[src/rms_current_power_meter_top_macros.svh]
// ----------------------------------------------------------------------------
// RMS current meter assertion macros
// Shared concurrent assertion wrappers, clocked on clk_i and held off in reset.
// ----------------------------------------------------------------------------
`ifndef RMS_CURRENT_POWER_METER_TOP_MACROS_SVH
`define RMS_CURRENT_POWER_METER_TOP_MACROS_SVH
`ifndef NO_ASSERTIONS
`define RCPM_ASSERT_IMP(lbl, ante, cons, msg) \
  lbl: assert property (@(posedge clk_i) disable iff (!rst_ni) (ante) |-> (cons)) \
    else $error(msg);
`define RCPM_ASSERT_NXT(lbl, ante, cons, msg) \
  lbl: assert property (@(posedge clk_i) disable iff (!rst_ni) (ante) |=> (cons)) \
    else $error(msg);
`else
`define RCPM_ASSERT_IMP(lbl, ante, cons, msg)
`define RCPM_ASSERT_NXT(lbl, ante, cons, msg)
`endif
`endif

[src/rcpm_pkg.sv]
// ----------------------------------------------------------------------------
// RMS current meter package
// Widths, limits, register indexes and shared types of the meter.
// ----------------------------------------------------------------------------
`default_nettype none

package rcpm_pkg;

  localparam int unsigned MaxWindow = 4096;

  localparam int unsigned SampleW  = 13;
  localparam int unsigned OffsetW  = 16;
  localparam int unsigned GainW    = 16;
  localparam int unsigned CorrW    = 10;
  localparam int unsigned VoltW    = 9;
  localparam int unsigned WinW     = 13;
  localparam int unsigned DiffW    = 18;
  localparam int unsigned SqW      = 36;
  localparam int unsigned SumW     = 48;
  localparam int unsigned RootW    = 24;
  localparam int unsigned SremW    = 27;
  localparam int unsigned ProdW    = 40;
  localparam int unsigned CurW     = 21;
  localparam int unsigned PwrW     = 30;
  localparam int unsigned CfgIdxW  = 3;
  localparam int unsigned CfgDataW = 16;
  localparam int unsigned InDataW  = 16;
  localparam int unsigned OutDataW = 56;

  localparam int unsigned QDepth = 2;
  localparam int unsigned QCntW  = 2;

  localparam int unsigned DivSteps  = 48;
  localparam int unsigned SqrtSteps = 24;
  localparam int unsigned StepW     = 6;

  localparam int unsigned RoundBias = 2048;
  localparam int unsigned ScaleSh   = 12;
  localparam int unsigned CurUMax   = 1049599;
  localparam int unsigned CurMax    = 1048575;
  localparam int          PwrMin    = -524288;
  localparam int          PwrMax    = 536870911;

  localparam logic [OffsetW-1:0] OffsetRst = 16'd7688;
  localparam logic [GainW-1:0]   GainRst   = 16'd11829;
  localparam logic [CorrW-1:0]   CorrRst   = 10'd45;
  localparam logic [VoltW-1:0]   VoltRst   = 9'd240;
  localparam logic [WinW-1:0]    WinRst    = 13'd1000;

  typedef enum logic [CfgIdxW-1:0] {
    RegOffset = 3'd0,
    RegGain   = 3'd1,
    RegCorr   = 3'd2,
    RegVolt   = 3'd3,
    RegWindow = 3'd4
  } cfg_reg_e;

  typedef struct packed {
    logic [SumW-1:0] sum;
    logic [WinW-1:0] count;
  } win_sum_t;

  typedef struct packed {
    logic [QCntW-1:0] level;
    logic             full;
    logic             empty;
  } q_stat_t;

  typedef struct packed {
    logic [GainW-1:0] gain;
    logic [CorrW-1:0] corr;
    logic [VoltW-1:0] volt;
  } back_cfg_t;

endpackage

`default_nettype wire

[src/rcpm_front.sv]
// ----------------------------------------------------------------------------
// RMS current meter front end
// Takes samples, removes the offset, squares and sums them over a window and
// hands each finished window sum to the queue.
// ----------------------------------------------------------------------------
`default_nettype none

module rcpm_front (
  input  wire logic                               clk_i,
  input  wire logic                               rst_ni,
  input  wire logic                               in_valid_i,
  output logic                                    in_ready_o,
  input  wire logic signed [rcpm_pkg::SampleW-1:0] sample_i,
  input  wire logic [rcpm_pkg::OffsetW-1:0]       offset_i,
  input  wire logic [rcpm_pkg::WinW-1:0]          win_eff_i,
  input  wire rcpm_pkg::q_stat_t                  q_stat_i,
  output logic                                    push_o,
  output rcpm_pkg::win_sum_t                      push_data_o
);

  logic                                accept;
  logic [rcpm_pkg::WinW-1:0]           cnt_q, cnt_d, cnt_inc;
  logic                                last;
  logic signed [rcpm_pkg::DiffW-1:0]   diff;
  logic [rcpm_pkg::SqW-1:0]            sq_d, sq_q;
  logic                                vld_q, last_q;
  logic [rcpm_pkg::WinW-1:0]           cnt_b_q;
  logic [rcpm_pkg::SumW-1:0]           sum_q, sum_d, sum_n;
  logic [rcpm_pkg::QCntW-1:0]          committed;

  assign committed  = q_stat_i.level + rcpm_pkg::QCntW'(vld_q & last_q);
  assign in_ready_o = committed < rcpm_pkg::QCntW'(rcpm_pkg::QDepth);
  assign accept     = in_valid_i & in_ready_o;

  assign cnt_inc = cnt_q + 1'b1;
  assign last    = cnt_inc >= win_eff_i;
  assign cnt_d   = accept ? (last ? '0 : cnt_inc) : cnt_q;

  assign diff = (rcpm_pkg::DiffW'(sample_i) <<< 4) - $signed({2'b00, offset_i});
  assign sq_d = rcpm_pkg::SqW'(diff * diff);

  assign sum_n       = sum_q + rcpm_pkg::SumW'(sq_q);
  assign sum_d       = vld_q ? (last_q ? '0 : sum_n) : sum_q;
  assign push_o      = vld_q & last_q;
  assign push_data_o = '{sum: sum_n, count: cnt_b_q};

  always_ff @(posedge clk_i or negedge rst_ni) begin
    if (!rst_ni) begin
      cnt_q  <= '0;
      vld_q  <= 1'b0;
      last_q <= 1'b0;
      sum_q  <= '0;
    end else begin
      cnt_q  <= cnt_d;
      vld_q  <= accept;
      last_q <= accept & last;
      sum_q  <= sum_d;
    end
  end

  always_ff @(posedge clk_i) begin
    if (accept) begin
      sq_q    <= sq_d;
      cnt_b_q <= cnt_inc;
    end
  end

endmodule

`default_nettype wire

[src/rcpm_queue.sv]
// ----------------------------------------------------------------------------
// RMS current meter window queue
// Two-entry register queue of finished window sums between front and back.
// ----------------------------------------------------------------------------
`default_nettype none

module rcpm_queue (
  input  wire logic               clk_i,
  input  wire logic               rst_ni,
  input  wire logic               push_i,
  input  wire rcpm_pkg::win_sum_t push_data_i,
  input  wire logic               pop_i,
  output rcpm_pkg::win_sum_t      pop_data_o,
  output rcpm_pkg::q_stat_t       stat_o
);

  rcpm_pkg::win_sum_t               mem_q [rcpm_pkg::QDepth];
  logic                             wr_q, rd_q;
  logic [rcpm_pkg::QCntW-1:0]       level_q, level_d;

  assign pop_data_o   = mem_q[rd_q];
  assign stat_o.level = level_q;
  assign stat_o.full  = level_q == rcpm_pkg::QCntW'(rcpm_pkg::QDepth);
  assign stat_o.empty = level_q == '0;

  always_comb begin
    level_d = level_q;
    if (push_i && !pop_i) begin
      level_d = level_q + 1'b1;
    end else if (pop_i && !push_i) begin
      level_d = level_q - 1'b1;
    end
  end

  always_ff @(posedge clk_i or negedge rst_ni) begin
    if (!rst_ni) begin
      wr_q    <= 1'b0;
      rd_q    <= 1'b0;
      level_q <= '0;
    end else begin
      level_q <= level_d;
      if (push_i) begin
        wr_q <= ~wr_q;
      end
      if (pop_i) begin
        rd_q <= ~rd_q;
      end
    end
  end

  always_ff @(posedge clk_i) begin
    if (push_i) begin
      mem_q[wr_q] <= push_data_i;
    end
  end

endmodule

`default_nettype wire

[src/rcpm_back.sv]
// ----------------------------------------------------------------------------
// RMS current meter back end
// Divides a window sum by its count, takes the square root, scales to mA and
// mVA and holds the result in the output register.
// ----------------------------------------------------------------------------
`default_nettype none

module rcpm_back (
  input  wire logic                        clk_i,
  input  wire logic                        rst_ni,
  input  wire rcpm_pkg::q_stat_t           q_stat_i,
  input  wire rcpm_pkg::win_sum_t          pop_data_i,
  output logic                             pop_o,
  input  wire rcpm_pkg::back_cfg_t         cfg_i,
  output logic                             out_valid_o,
  input  wire logic                        out_ready_i,
  output logic signed [rcpm_pkg::CurW-1:0] cur_o,
  output logic signed [rcpm_pkg::PwrW-1:0] pwr_o
);

  localparam logic [2:0] StIdle  = 3'd0;
  localparam logic [2:0] StDiv   = 3'd1;
  localparam logic [2:0] StSqrt  = 3'd2;
  localparam logic [2:0] StMul   = 3'd3;
  localparam logic [2:0] StScale = 3'd4;
  localparam logic [2:0] StPower = 3'd5;
  localparam logic [2:0] StHold  = 3'd6;

  logic [2:0]                        state_q, state_d;
  logic [rcpm_pkg::StepW-1:0]        step_q, step_d;
  logic [rcpm_pkg::SumW-1:0]         dvd_q, dvd_d;
  logic [rcpm_pkg::WinW-1:0]         rem_q, rem_d, dvs_q, dvs_d;
  logic [rcpm_pkg::SremW-1:0]        srem_q, srem_d;
  logic [rcpm_pkg::RootW-1:0]        root_q, root_d;
  logic [rcpm_pkg::ProdW-1:0]        prod_q, prod_d;
  logic signed [rcpm_pkg::CurW-1:0]  cur_q, cur_d;
  logic signed [rcpm_pkg::PwrW-1:0]  pwr_q, pwr_d;
  logic                              ov_q, ov_d;
  logic signed [rcpm_pkg::CurW-1:0]  ocur_q, ocur_d;
  logic signed [rcpm_pkg::PwrW-1:0]  opwr_q, opwr_d;

  logic [rcpm_pkg::WinW:0]           rem_sh;
  logic                              div_ge;
  logic [rcpm_pkg::SremW-1:0]        srem_sh, trial;
  logic                              sq_ge;
  logic [rcpm_pkg::ProdW-1:0]        rnd;
  logic [rcpm_pkg::CurW-1:0]         cu_c;
  logic signed [rcpm_pkg::CurW:0]    cur_s;
  logic signed [rcpm_pkg::CurW+rcpm_pkg::VoltW:0] pwr_s;

  assign rem_sh  = {rem_q, dvd_q[rcpm_pkg::SumW-1]};
  assign div_ge  = rem_sh >= {1'b0, dvs_q};
  assign srem_sh = {srem_q[rcpm_pkg::SremW-3:0], dvd_q[rcpm_pkg::SumW-1 -: 2]};
  assign trial   = {1'b0, root_q, 2'b01};
  assign sq_ge   = srem_sh >= trial;

  assign rnd   = prod_q + rcpm_pkg::ProdW'(rcpm_pkg::RoundBias);
  assign cu_c  = (rnd[rcpm_pkg::ProdW-1:rcpm_pkg::ScaleSh] >
                  (rcpm_pkg::ProdW - rcpm_pkg::ScaleSh)'(rcpm_pkg::CurUMax)) ?
                 rcpm_pkg::CurW'(rcpm_pkg::CurUMax) :
                 rnd[rcpm_pkg::ScaleSh +: rcpm_pkg::CurW];
  assign cur_s = $signed({1'b0, cu_c}) - $signed((rcpm_pkg::CurW+1)'(cfg_i.corr));
  assign pwr_s = cur_q * $signed({1'b0, cfg_i.volt});

  assign pop_o       = (state_q == StIdle) && !q_stat_i.empty;
  assign out_valid_o = ov_q;
  assign cur_o       = ocur_q;
  assign pwr_o       = opwr_q;

  always_comb begin
    state_d = state_q;
    step_d  = step_q;
    dvd_d   = dvd_q;
    rem_d   = rem_q;
    dvs_d   = dvs_q;
    srem_d  = srem_q;
    root_d  = root_q;
    prod_d  = prod_q;
    cur_d   = cur_q;
    pwr_d   = pwr_q;
    ov_d    = ov_q & ~out_ready_i;
    ocur_d  = ocur_q;
    opwr_d  = opwr_q;
    unique case (state_q)
      StIdle: begin
        if (!q_stat_i.empty) begin
          dvd_d   = pop_data_i.sum;
          dvs_d   = pop_data_i.count;
          rem_d   = '0;
          step_d  = '0;
          state_d = StDiv;
        end
      end
      StDiv: begin
        rem_d  = div_ge ? rcpm_pkg::WinW'(rem_sh - {1'b0, dvs_q})
                        : rcpm_pkg::WinW'(rem_sh);
        dvd_d  = {dvd_q[rcpm_pkg::SumW-2:0], div_ge};
        step_d = step_q + 1'b1;
        if (step_q == rcpm_pkg::StepW'(rcpm_pkg::DivSteps - 1)) begin
          step_d  = '0;
          srem_d  = '0;
          root_d  = '0;
          state_d = StSqrt;
        end
      end
      StSqrt: begin
        srem_d = sq_ge ? (srem_sh - trial) : srem_sh;
        root_d = {root_q[rcpm_pkg::RootW-2:0], sq_ge};
        dvd_d  = {dvd_q[rcpm_pkg::SumW-3:0], 2'b00};
        step_d = step_q + 1'b1;
        if (step_q == rcpm_pkg::StepW'(rcpm_pkg::SqrtSteps - 1)) begin
          step_d  = '0;
          state_d = StMul;
        end
      end
      StMul: begin
        prod_d  = root_q * cfg_i.gain;
        state_d = StScale;
      end
      StScale: begin
        cur_d   = (cur_s > $signed((rcpm_pkg::CurW+1)'(rcpm_pkg::CurMax))) ?
                  rcpm_pkg::CurW'(rcpm_pkg::CurMax) : rcpm_pkg::CurW'(cur_s);
        state_d = StPower;
      end
      StPower: begin
        if (pwr_s > $signed((rcpm_pkg::CurW+rcpm_pkg::VoltW+1)'(rcpm_pkg::PwrMax))) begin
          pwr_d = rcpm_pkg::PwrW'(rcpm_pkg::PwrMax);
        end else if (pwr_s <
                     $signed((rcpm_pkg::CurW+rcpm_pkg::VoltW+1)'(rcpm_pkg::PwrMin))) begin
          pwr_d = rcpm_pkg::PwrW'(rcpm_pkg::PwrMin);
        end else begin
          pwr_d = rcpm_pkg::PwrW'(pwr_s);
        end
        state_d = StHold;
      end
      StHold: begin
        if (!ov_q || out_ready_i) begin
          ov_d    = 1'b1;
          ocur_d  = cur_q;
          opwr_d  = pwr_q;
          state_d = StIdle;
        end
      end
      default: begin
        state_d = StIdle;
      end
    endcase
  end

  always_ff @(posedge clk_i or negedge rst_ni) begin
    if (!rst_ni) begin
      state_q <= StIdle;
      step_q  <= '0;
      ov_q    <= 1'b0;
    end else begin
      state_q <= state_d;
      step_q  <= step_d;
      ov_q    <= ov_d;
    end
  end

  always_ff @(posedge clk_i) begin
    dvd_q  <= dvd_d;
    rem_q  <= rem_d;
    dvs_q  <= dvs_d;
    srem_q <= srem_d;
    root_q <= root_d;
    prod_q <= prod_d;
    cur_q  <= cur_d;
    pwr_q  <= pwr_d;
    ocur_q <= ocur_d;
    opwr_q <= opwr_d;
  end

endmodule

`default_nettype wire

[src/rms_current_power_meter_top.sv]
// ----------------------------------------------------------------------------
// RMS current and apparent power meter
// Accepts one signed ADC sample per item and gives RMS current in mA and
// apparent power in mVA at the end of every window.
// ----------------------------------------------------------------------------
// The front end takes one sample every clock cycle unless it is stalled. Each
// window end runs the back end through the queue pop, a 48-step bit-serial
// divide, a 24-step square root, then multiply, scale, power and output load.
// Two finished windows can wait in the queue, so the input stalls only when
// windows end faster than the back end drains them or results are not taken.
`default_nettype none

`include "rms_current_power_meter_top_macros.svh"

module rms_current_power_meter_top (
  input  wire logic                            clk_i,
  input  wire logic                            rst_ni,
  input  wire logic                            s_axis_tvalid,
  output logic                                 s_axis_tready,
  // adc_sample [12:0]
  input  wire logic [rcpm_pkg::InDataW-1:0]    s_axis_tdata,
  output logic                                 m_axis_tvalid,
  input  wire logic                            m_axis_tready,
  // current_rms_ma [20:0], apparent_power_mva [50:21]
  output logic [rcpm_pkg::OutDataW-1:0]        m_axis_tdata,
  input  wire logic                            cfg_we_i,
  input  wire logic [rcpm_pkg::CfgIdxW-1:0]    cfg_idx_i,
  input  wire logic [rcpm_pkg::CfgDataW-1:0]   cfg_data_i
);

  logic [rcpm_pkg::OffsetW-1:0]      offset_q;
  logic [rcpm_pkg::GainW-1:0]        gain_q;
  logic [rcpm_pkg::CorrW-1:0]        corr_q;
  logic [rcpm_pkg::VoltW-1:0]        volt_q;
  logic [rcpm_pkg::WinW-1:0]         win_q;
  logic [rcpm_pkg::WinW-1:0]         win_eff;
  rcpm_pkg::back_cfg_t               back_cfg;
  rcpm_pkg::q_stat_t                 q_stat;
  rcpm_pkg::win_sum_t                push_data, pop_data;
  logic                              q_push, q_pop;
  logic signed [rcpm_pkg::CurW-1:0]  cur;
  logic signed [rcpm_pkg::PwrW-1:0]  pwr;

  always_ff @(posedge clk_i or negedge rst_ni) begin
    if (!rst_ni) begin
      offset_q <= rcpm_pkg::OffsetRst;
      gain_q   <= rcpm_pkg::GainRst;
      corr_q   <= rcpm_pkg::CorrRst;
      volt_q   <= rcpm_pkg::VoltRst;
      win_q    <= rcpm_pkg::WinRst;
    end else if (cfg_we_i) begin
      unique case (cfg_idx_i)
        rcpm_pkg::RegOffset: offset_q <= cfg_data_i;
        rcpm_pkg::RegGain:   gain_q   <= cfg_data_i;
        rcpm_pkg::RegCorr:   corr_q   <= cfg_data_i[rcpm_pkg::CorrW-1:0];
        rcpm_pkg::RegVolt:   volt_q   <= cfg_data_i[rcpm_pkg::VoltW-1:0];
        rcpm_pkg::RegWindow: win_q    <= cfg_data_i[rcpm_pkg::WinW-1:0];
        default: begin
        end
      endcase
    end
  end

  always_comb begin
    if (win_q == '0) begin
      win_eff = rcpm_pkg::WinW'(1);
    end else if (win_q > rcpm_pkg::WinW'(rcpm_pkg::MaxWindow)) begin
      win_eff = rcpm_pkg::WinW'(rcpm_pkg::MaxWindow);
    end else begin
      win_eff = win_q;
    end
  end

  assign back_cfg = '{gain: gain_q, corr: corr_q, volt: volt_q};

  rcpm_front u_front (
    .clk_i       (clk_i),
    .rst_ni      (rst_ni),
    .in_valid_i  (s_axis_tvalid),
    .in_ready_o  (s_axis_tready),
    .sample_i    ($signed(s_axis_tdata[rcpm_pkg::SampleW-1:0])),
    .offset_i    (offset_q),
    .win_eff_i   (win_eff),
    .q_stat_i    (q_stat),
    .push_o      (q_push),
    .push_data_o (push_data)
  );

  rcpm_queue u_queue (
    .clk_i       (clk_i),
    .rst_ni      (rst_ni),
    .push_i      (q_push),
    .push_data_i (push_data),
    .pop_i       (q_pop),
    .pop_data_o  (pop_data),
    .stat_o      (q_stat)
  );

  rcpm_back u_back (
    .clk_i       (clk_i),
    .rst_ni      (rst_ni),
    .q_stat_i    (q_stat),
    .pop_data_i  (pop_data),
    .pop_o       (q_pop),
    .cfg_i       (back_cfg),
    .out_valid_o (m_axis_tvalid),
    .out_ready_i (m_axis_tready),
    .cur_o       (cur),
    .pwr_o       (pwr)
  );

  assign m_axis_tdata = {5'b00000, pwr, cur};

  `RCPM_ASSERT_IMP(a_push_room, q_push, !q_stat.full, "window pushed into a full queue")
  `RCPM_ASSERT_IMP(a_pop_data, q_pop, !q_stat.empty, "window popped from an empty queue")
  `RCPM_ASSERT_NXT(a_level_up, q_push && !q_pop,
                   q_stat.level == $past(q_stat.level) + 2'd1, "queue level lost a push")

endmodule

`default_nettype wire

[config.mk]
export PLATFORM = sky130hd
export DESIGN_NAME = rms_current_power_meter_top
export DESIGN_NICKNAME = d
export VERILOG_FILES = /design/src/rcpm_pkg.sv /design/src/rcpm_front.sv /design/src/rcpm_queue.sv /design/src/rcpm_back.sv /design/src/rms_current_power_meter_top.sv
export VERILOG_INCLUDE_DIRS = /design/src /design/src/src
export SDC_FILE = /design/constraint.sdc
export NUM_CORES = 2
export LEC_CHECK = 0
export ABC_AREA = 0
export ABC_CLOCK_PERIOD_IN_PS = 8920
export BUFFER_PORTS_ARGS = -buffer_cell sky130_fd_sc_hd__buf_2
export CAP_MARGIN = 20
export CORE_ASPECT_RATIO = 0.7
export CORE_MARGIN = 3
export CORE_UTILIZATION = 35
export CTS_CLUSTER_DIAMETER = 50
export DETAILED_ROUTE_END_ITERATION = 10
export HOLD_SLACK_MARGIN = 0.12
export REMOVE_ABC_BUFFERS = 1
export SYNTH_ARGS = -nofsm -noshare
export SYNTH_HDL_FRONTEND = slang
export SYNTH_SLANG_ARGS = --single-unit
[constraint.sdc]
create_clock -name clk_i -period 8.92 [get_ports clk_i]
set_input_delay 0 -clock clk_i [delete_from_list [all_inputs] [get_ports clk_i]]
set_output_delay 0 -clock clk_i [all_outputs]
set_load 0.02 [all_outputs]
Word-level counts from Yosys, hierarchy flattened
Memory sizes are Yosys's and may differ from the RTL's.
Cells that the tools add are included.
{"block": "totals", "reg_bits": 455, "mem_bits_rw": 122, "inputBits": 40, "output_inout_bits": 58, "elab_cells": 136, "memories": 1}
{"block": "op_classes", "add_sub_neg": 11, "n_mul": 3, "magnitude_cmp": 9, "eq_ne": 16, "muxes": 31, "bitwise_logic": 9, "n_reduce_logical": 28}
{"name": "u_queue.mem_q", "depth": 2, "word_bits": 61, "read_ports": 1, "rd_ports_with_merged_regs": 0, "wr": 1, "line": "rcpm_queue.sv:17", "text": "rcpm_pkg::win_sum_t mem_q [rcpm_pkg::QDepth];"}
{"op": "48-bit case mux with 3 select lines", "n": 1}
{"op": "48-bit two-way mux", "n": 2}
{"op": "13-bit two-way mux", "n": 5}
{"op": "25-bit two-way mux", "n": 2}
{"op": "25-bit case mux with 2 select lines", "n": 1}
{"op": "48-bit by 36-bit adder with 48-bit output", "n": 1}
{"op": "24-bit case mux with 2 select lines", "n": 1}
{"op": "40-bit by 12-bit adder with 40-bit output (second input constant)", "n": 1}
{"op": "24-bit by 16-bit multiplier with 40-bit output", "n": 1}
{"op": "18-bit by 18-bit multiplier with 36-bit output", "n": 1}
{"op": "31-bit by 30-bit greater-than comparator with 1-bit output (second input constant)", "n": 1}
{"op": "31-bit by 20-bit less-than comparator with 1-bit output (second input constant)", "n": 1}
{"op": "21-bit by 10-bit multiplier with 31-bit output", "n": 1}
{"op": "30-bit two-way mux", "n": 1}
{"op": "28-bit by 21-bit greater-than comparator with 1-bit output (second input constant)", "n": 1}
{"op": "27-bit by 26-bit greater-or-equal comparator with 1-bit output", "n": 1}
{"op": "13-bit case mux with 2 select lines", "n": 1}
{"op": "25-bit subtractor", "n": 1}
{"op": "24-bit two-way mux", "n": 1}
{"op": "22-bit by 21-bit greater-than comparator with 1-bit output (second input constant)", "n": 1}
{"op": "21-bit by 10-bit subtractor with 22-bit output", "n": 1}
{"op": "21-bit two-way mux", "n": 1}
{"op": "3-bit case mux with 7 select lines", "n": 1}
{"op": "2-bit AND reduction", "n": 10}
{"op": "35 further kinds", "n": 68}

Logic depth before layout (Yosys ltp)
{"block": "depth", "depth_word": 6, "mapped_depth": 38, "mapped_depth_nobuf": 35}

By module
From an unflattened synthesis, not the netlist that was laid out.
{"block": "unflattened", "cells_unflattened": 5575, "hier_area_um2": 57241.1}
{"mod": "rcpm_back", "n_inst": 1, "cells_each": 3310, "area_per_inst_um2": 31808.0, "seq_area_each_um2": 7877.6}
{"mod": "rcpm_front", "n_inst": 1, "cells_each": 1897, "area_per_inst_um2": 17932.2, "seq_area_each_um2": 3017.9}
{"mod": "rcpm_queue", "n_inst": 1, "cells_each": 206, "area_per_inst_um2": 4889.7, "seq_area_each_um2": 3763.6}
{"mod": "rms_current_power_meter_top", "n_inst": 1, "cells_each": 162, "area_per_inst_um2": 2611.3, "seq_area_each_um2": 1635.3}

Worst setup path before layout
No wires, ideal clock.
{"block": "synth_timing", "path_type": "reg2reg", "start": "register offset_q[0] in the netlist's numbering", "end": "register u_front.sq_q[32] in the netlist's numbering, data pin", "setup_time_ps": 259, "t_arrival_ps": 8405, "t_required_ps": 8661, "slack_ps": 256, "stages_incl_launch_ff": 34, "n_path_buf": 3, "synth_period_minus_slack_ps": 8664, "cell_sequence": "dfrtp_1 -> clkbuf_1 -> inv_1 -> clkbuf_1 -> ha_1 -> nor4bb_1 -> o211ai_1 -> a21oi_1 -> o31ai_1 -> o21bai_1 -> a21oi_1 -> o21bai_1 -> a21o_1 -> xnor2_1 -> clkbuf_1 -> nand2_1 -> fa_1 -> inv_1 -> fa_1 -> inv_1 -> fa_1 -> inv_1 -> fa_1 -> fa_1 -> inv_1 -> fa_1 -> inv_1 -> ha_1 -> a2111o_1 -> o41ai_1 -> o21ai_1 -> a21o_1 -> a21oi_1 -> xnor2_1"}
{"block": "synth_between", "elab_chain_len": 2}
{"element": "start: declaration", "line": "rms_current_power_meter_top.sv:31", "text": "logic [rcpm_pkg::OffsetW-1:0] offset_q;"}
{"element": "start signal: assignment", "line": "rms_current_power_meter_top.sv:46", "text": "offset_q <= rcpm_pkg::OffsetRst;"}
{"element": "start signal: assignment", "line": "rms_current_power_meter_top.sv:53", "text": "rcpm_pkg::RegOffset: offset_q <= cfg_data_i;"}
{"element": "17-bit by 17-bit subtractor with 18-bit output", "line": "rcpm_front.sv:39", "text": "assign diff = (rcpm_pkg::DiffW'(sample_i) <<< 4) - $signed({2'b00, offset_i});"}
{"element": "18-bit by 18-bit multiplier with 36-bit output", "line": "rcpm_front.sv:40", "text": "assign sq_d = rcpm_pkg::SqW'(diff * diff);"}
{"element": "net u_front.sq_d (one bit)", "line": "rcpm_front.sv:25", "text": "logic [rcpm_pkg::SqW-1:0] sq_d, sq_q;"}
{"element": "end signal: assignment", "line": "rcpm_front.sv:63", "text": "sq_q <= sq_d;"}
{"element": "end: declaration", "line": "rcpm_front.sv:25"}
The timed path passes the listed nets, and every way through them passes these cells.
A chain may end at the register's enable or synchronous reset.

Final worst setup path
{"block": "layout_timing", "start": "register offset_q[4] in the netlist's numbering", "end": "register u_front.sq_q[35] in the netlist's numbering, data pin"}
The elaborated chain is that of the path after synthesis.

==> impl_results.html <==
<table>
<tr><th>Metric</th><th>Value</th></tr>
<tr><th colspan="2">CTS</th></tr>
<tr><td>Maximum clock insertion buffer count</td><td>3</td></tr>
<tr><td>Total clock buffers created by CTS</td><td>between 80 and 90</td></tr>
<tr><td>Sinks on Clock Net</td><td>roughly 570</td></tr>
<tr><td>Clock tree from TritonCTS</td><td>yes</td></tr>
<tr><td>Clock network latency to the later pin of the worst-skew pair</td><td>~0.65 ns</td></tr>
<tr><td>H-tree depth</td><td>3</td></tr>
<tr><td>Cell at the root of the clock tree</td><td>clkbuf_16</td></tr>
<tr><td>Clock-pin slew of the registers on the worst-case setup and hold paths</td><td>approximately 0.06 ns</td></tr>
<tr><th colspan="2">Run</th></tr>
<tr><td>Number of violations of the max-capacitance limit</td><td>0</td></tr>
<tr><th colspan="2">Global route</th></tr>
<tr><td>Residual overflow from global routing</td><td>0</td></tr>
<tr><td>Overall Global Routing Usage</td><td>between 15 and 20%</td></tr>
<tr><td>Pin count of the biggest net entering global routing</td><td>65</td></tr>
<tr><td>Met2 demand-to-capacity share in global routing</td><td>between 20% and 30%</td></tr>
<tr><td>GR met3 Demand/Resource</td><td>under 10%</td></tr>
<tr><td>Number of antenna violations at the first check in global routing</td><td>4</td></tr>
<tr><td>Met1 track demand over resource in global routing</td><td>25.95%</td></tr>
<tr><td>Via count of the first global-routing pass</td><td>~40,000</td></tr>
<tr><td>First-pass GRT wire length</td><td>around 230 mm</td></tr>
<tr><td>Layer with the highest usage after global routing</td><td>met1</td></tr>
<tr><th colspan="2">Critical path</th></tr>
<tr><td>Startpoint of the most critical register-to-register path</td><td>offset_q[4]</td></tr>
<tr><td>Worst Setup End Kind</td><td>flip-flop</td></tr>
<tr><td>FF-to-FF setup slack</td><td>between 0.4 and 0.5 ns</td></tr>
<tr><td>Slowest-stage cell, CP</td><td>fa_1</td></tr>
<tr><td>Most common cell type on the critical path</td><td>fa_1</td></tr>
<tr><td>Data required, critical path</td><td>around 9.3 ns</td></tr>
<tr><td>Endpoint of the lowest-slack register-to-register path</td><td>u_front.sq_q[35]</td></tr>
<tr><td>CP peak stage delay</td><td>~0.55 ns</td></tr>
<tr><td>Worst Path Max Fanout</td><td>14</td></tr>
<tr><td>Type of the worst setup path</td><td>reg -&gt; reg</td></tr>
<tr><td>Number of cell instances on the worst register-to-register path</td><td>32</td></tr>
<tr><td>Type of origin of the critical path</td><td>flip-flop</td></tr>
<tr><td>Crit path DAT</td><td>approximately 9 ns</td></tr>
<tr><th colspan="2">Synth</th></tr>
<tr><td>Adder-Cell Fraction of Synth Area</td><td>between 30% and 40%</td></tr>
<tr><td>Netlist cell types</td><td>100</td></tr>
<tr><td>Main combinational cell family by area after synthesis</td><td>adder cells</td></tr>
<tr><td>Register bit total from synthesis</td><td>roughly 570</td></tr>
<tr><td>Mapped Area</td><td>approximately 0.056 sq mm</td></tr>
<tr><td>Number of enable flip-flop cells after synthesis</td><td>approximately 420</td></tr>
<tr><td>Yosys synthesis warning count</td><td>0</td></tr>
<tr><td>Share of flip-flops with an asynchronous set or reset</td><td>between 20% and 30%</td></tr>
<tr><td>Average cell area after synthesis</td><td>approximately 10 sq um</td></tr>
<tr><td>Ys flop type</td><td>edfxtp_1</td></tr>
<tr><td>Compound-cell area share of the yosys netlist</td><td>under 10%</td></tr>
<tr><td>Multiplexer share of the synthesized area</td><td>around 2.5%</td></tr>
<tr><td>Simple-gate portion of the synthesized area</td><td>around an eighth</td></tr>
<tr><td>Synthesized instance count</td><td>between 5,000 and 6,000</td></tr>
<tr><td>Register area share after synthesis</td><td>between 20% and 30%</td></tr>
<tr><td>Share of the synthesized netlist area taken by xor and xnor gates</td><td>about 3.6%</td></tr>
<tr><th colspan="2">Placement</th></tr>
<tr><td>Number of buffers inserted by port buffering</td><td>89</td></tr>
<tr><td>Routability cong.</td><td>~0.90</td></tr>
<tr><td>Final HPWL from detailed placement</td><td>approximately 110 mm</td></tr>
<tr><th colspan="2">Routing</th></tr>
<tr><td>Number of vias per cell</td><td>about 5</td></tr>
<tr><td>Number of violations reported at the end of detailed-routing iteration 0</td><td>2,500</td></tr>
<tr><td>Final wirelength</td><td>139.2 mm</td></tr>
<tr><td>Number of detailed-routing iterations run before antenna repair</td><td>6</td></tr>
<tr><td>DR WL/cell</td><td>about 18 um</td></tr>
<tr><td>Number of remaining DRC errors</td><td>0</td></tr>
<tr><td>Remaining antenna violation count</td><td>0</td></tr>
<tr><td>Total via count in the routed design</td><td>slightly below 40,000</td></tr>
<tr><th colspan="2">Min path</th></tr>
<tr><td>Hold worst-path end</td><td>gain_q[15]</td></tr>
<tr><td>HP Start</td><td>cfg_data_i[15]</td></tr>
<tr><td>WHS Path Cells</td><td>3</td></tr>
<tr><td>Hold Crit Class</td><td>in -&gt; reg</td></tr>
<tr><th colspan="2">Final layout</th></tr>
<tr><td>Final nets</td><td>between 6,000 and 7,000</td></tr>
<tr><td>Synth-to-layout area growth</td><td>11.54%</td></tr>
<tr><td>Fraction of final layout cells with drive strength greater than 1</td><td>between 8 and 9%</td></tr>
<tr><th colspan="2">STA</th></tr>
<tr><td>Slew at the pin closest to its max-slew limit</td><td>approximately 1.1 ns</td></tr>
<tr><td>Final setup skew</td><td>roughly 0.032 ns</td></tr>
<tr><td>Max-slew violation count</td><td>0</td></tr>
<tr><td>Max frequency</td><td>117.4 MHz</td></tr>
<tr><td>Slew HR</td><td>between 20% and 30%</td></tr>
<tr><td>Hold Vio Cnt, Final</td><td>0</td></tr>
<tr><td>Summed negative setup slack over all endpoints</td><td>0 ns</td></tr>
<tr><td>Time the final worst path needs with I/O delays and setup</td><td>approximately 8.5 ns</td></tr>
<tr><td>Setup-failing EPs final</td><td>0</td></tr>
<tr><td>RSZ-0062 raised after global routing</td><td>false</td></tr>
<tr><td>Fraction of the cycle the final worst path needs</td><td>between 90% and 100%</td></tr>
<tr><th colspan="2">Floorplanning</th></tr>
<tr><td>Initial standard-cell utilization of the core</td><td>approximately 35%</td></tr>
<tr><td>Area inside the core boundary</td><td>0.1591 sq mm</td></tr>
<tr><td># IOs</td><td>98</td></tr>
<tr><td>Overall die area</td><td>about 0.17 sq mm</td></tr>
<tr><td>Die H</td><td>roughly 340 um</td></tr>
<tr><td>Die Wd</td><td>approximately 490 um</td></tr>
<tr><td>Site row count</td><td>between 100 and 150</td></tr>
<tr><th colspan="2">Status</th></tr>
<tr><td>Outcome</td><td>finished clean</td></tr>
</table>
## cell usage after synthesis (57+ instances only)
| master | number | area share (%) |
|---|---|---|
| fa_1 | 763 | 27 |
| xor2_1 | 67 | 1.0 |
| nand2_1 | 603 | 4.0 |
| nor3_1 | 57 | 0.51 |
| inv_1 | 1005 | 6.7 |
| xnor2_1 | 161 | 2.5 |
| o21ai_0 | 190 | 1.7 |
| edfxtp_1 | 424 | 23 |
| and2_1 | 280 | 3.1 |
| nor2_1 | 266 | 1.8 |
| ha_1 | 392 | 8.7 |
| a21oi_1 | 157 | 1.4 |
| clkbuf_1 | 155 | 1.0 |
| dfrtp_1 | 114 | 5.1 |
| a21o_1 | 64 | 0.85 |
| mux2i_1 | 76 | 1.3 |
## worst max-delay path, delay by kind of cell, from the launching register on
family	cells	cell delay [ns]
buffers and inverters	6	0.75
AO/OA/AOI/OAI	13	2.48
XOR/XNOR	2	0.24
AND/OR/NAND/NOR	3	0.57
adder cells (fa/ha/maj)	8	3.86
flip-flops	1	0.31
## cell families after synthesis
| group | after synthesis |
|---|---|
| compound gates | 748 |
| xor+xnor | 229 |
| fa+ha+maj | 1155 |
| buf+inv | 1201 |
| flops | 565 |
| mux | 132 |
| other cells | 1 |
| simple gates | 1460 |
## state kept, by name, summed over array words and instances (netlist names), 13 cells and up
register         flops
u_front.sq_q        35
u_back.cur_o        21
win_q               13
u_front.cnt_b_q     13
offset_q            16
u_back.dvd_q        48
u_back.prod_q       29
u_queue.mem_q      122
u_back.rem_q        13
u_front.sum_q       48
gain_q              16
u_back.pwr_q        30
u_back.srem_q       25
u_back.dvs_q        13
u_front.cnt_q       13
u_back.root_q       24
u_back.cur_q        21
u_back.pwr_o        30
## routing by layer
layer / vias to the layer above / share of wire, % / wire [um]
met1: 19200 / 50 / 68920
met4: 0 / 2.5 / 3423
met2: 1111 / 41 / 57290
met5: - / 0 / 0
li1: 18000 / - / -
met3: 159 / 6.9 / 9590
## layout make-up
type / instances / area [sq um]
tap: 2108 / 2638
inverter: 1012 / 3806
antenna: 2 / 5.005
timing repair buffer: 207 / 1528
multi-input combinational: 3729 / 35770
sequential: 565 / 16300
clock inverter: 47 / 614.3
fill: 15390 / 96130
clock buffer: 105 / 2261
## layout by cell type (no fill, tap or decap), types with 11 or more instances in the layout
cell type,instances
a22oi_1,49
buf_2,88
xnor2_1,160
nand2_1,603
a211oi_1,22
nand2b_1,27
dfstp_2,27
nand4_1,28
dlygate4sd3_1,49
mux2_2,56
and2_1,280
mux2i_1,76
buf_4,63
or3_1,11
dfrtp_1,113
nor2b_1,43
o21a_1,49
nand3_1,42
clkbuf_16,84
inv_1,1001
a31oi_1,17
clkbuf_1,13
ha_1,390
nor3_1,55
o21ai_0,188
or2_2,11
nor2_1,258
fa_1,762
inv_6,13
xor2_1,67
a21oi_1,155
o211ai_1,11
edfxtp_1,424
and3_1,31
o21bai_1,25
a22o_1,38
a21o_1,64
## through the flow
stage | util [%] | cell area [sq um] | setup slack, ns | hold WS (ns) | cells
final | 39.56 | 62920 | 0.4004 | 0.2177 | 7775
after global routing | 39.56 | 62920 | 0.01457 | 0.2674 | 7773
after CTS | 39.43 | 62710 | 0.02091 | 0.2135 | 7765
after detailed placement | 37.29 | 59310 | 0.0003091 | 0.1626 | 7563
after global placement | 37.29 | 59310 | 0.05760 | 0.1553 | 7563
after floorplan | - | 55670 | 0.1777 | -0.2956 | 5306
## how the worst max path moves through the flow
stage	depth (start not counted)	end	slack, ns	startpoint
2_1_floorplan	31	u_front.sq_q[32]	0.18	offset_q[0]
3_3_place_gp	34	u_front.sq_q[32]	0.06	offset_q[4]
3_5_place_dp	32	u_front.sq_q[35]	0.0003	offset_q[2]
4_1_cts	34	u_front.sq_q[32]	0.02	offset_q[6]
5_1_grt	33	u_front.sq_q[32]	0.01	offset_q[9]
6_report	32	u_front.sq_q[35]	0.40	offset_q[4]
## timing repair
action | 4_1_cts | 5_1_grt
pin swaps | 0 | 3
endpoints found under the hold margin | 159 | 0
setup buffers | 0 | 3
setup endpoints to repair | 2 | 10
hold buffers | 50 | 0
resized for setup | 3 | 23
Power is left out: the tool's default activity adds up to more than one toggle a clock period on the data nets, which glitch-free logic cannot reach.
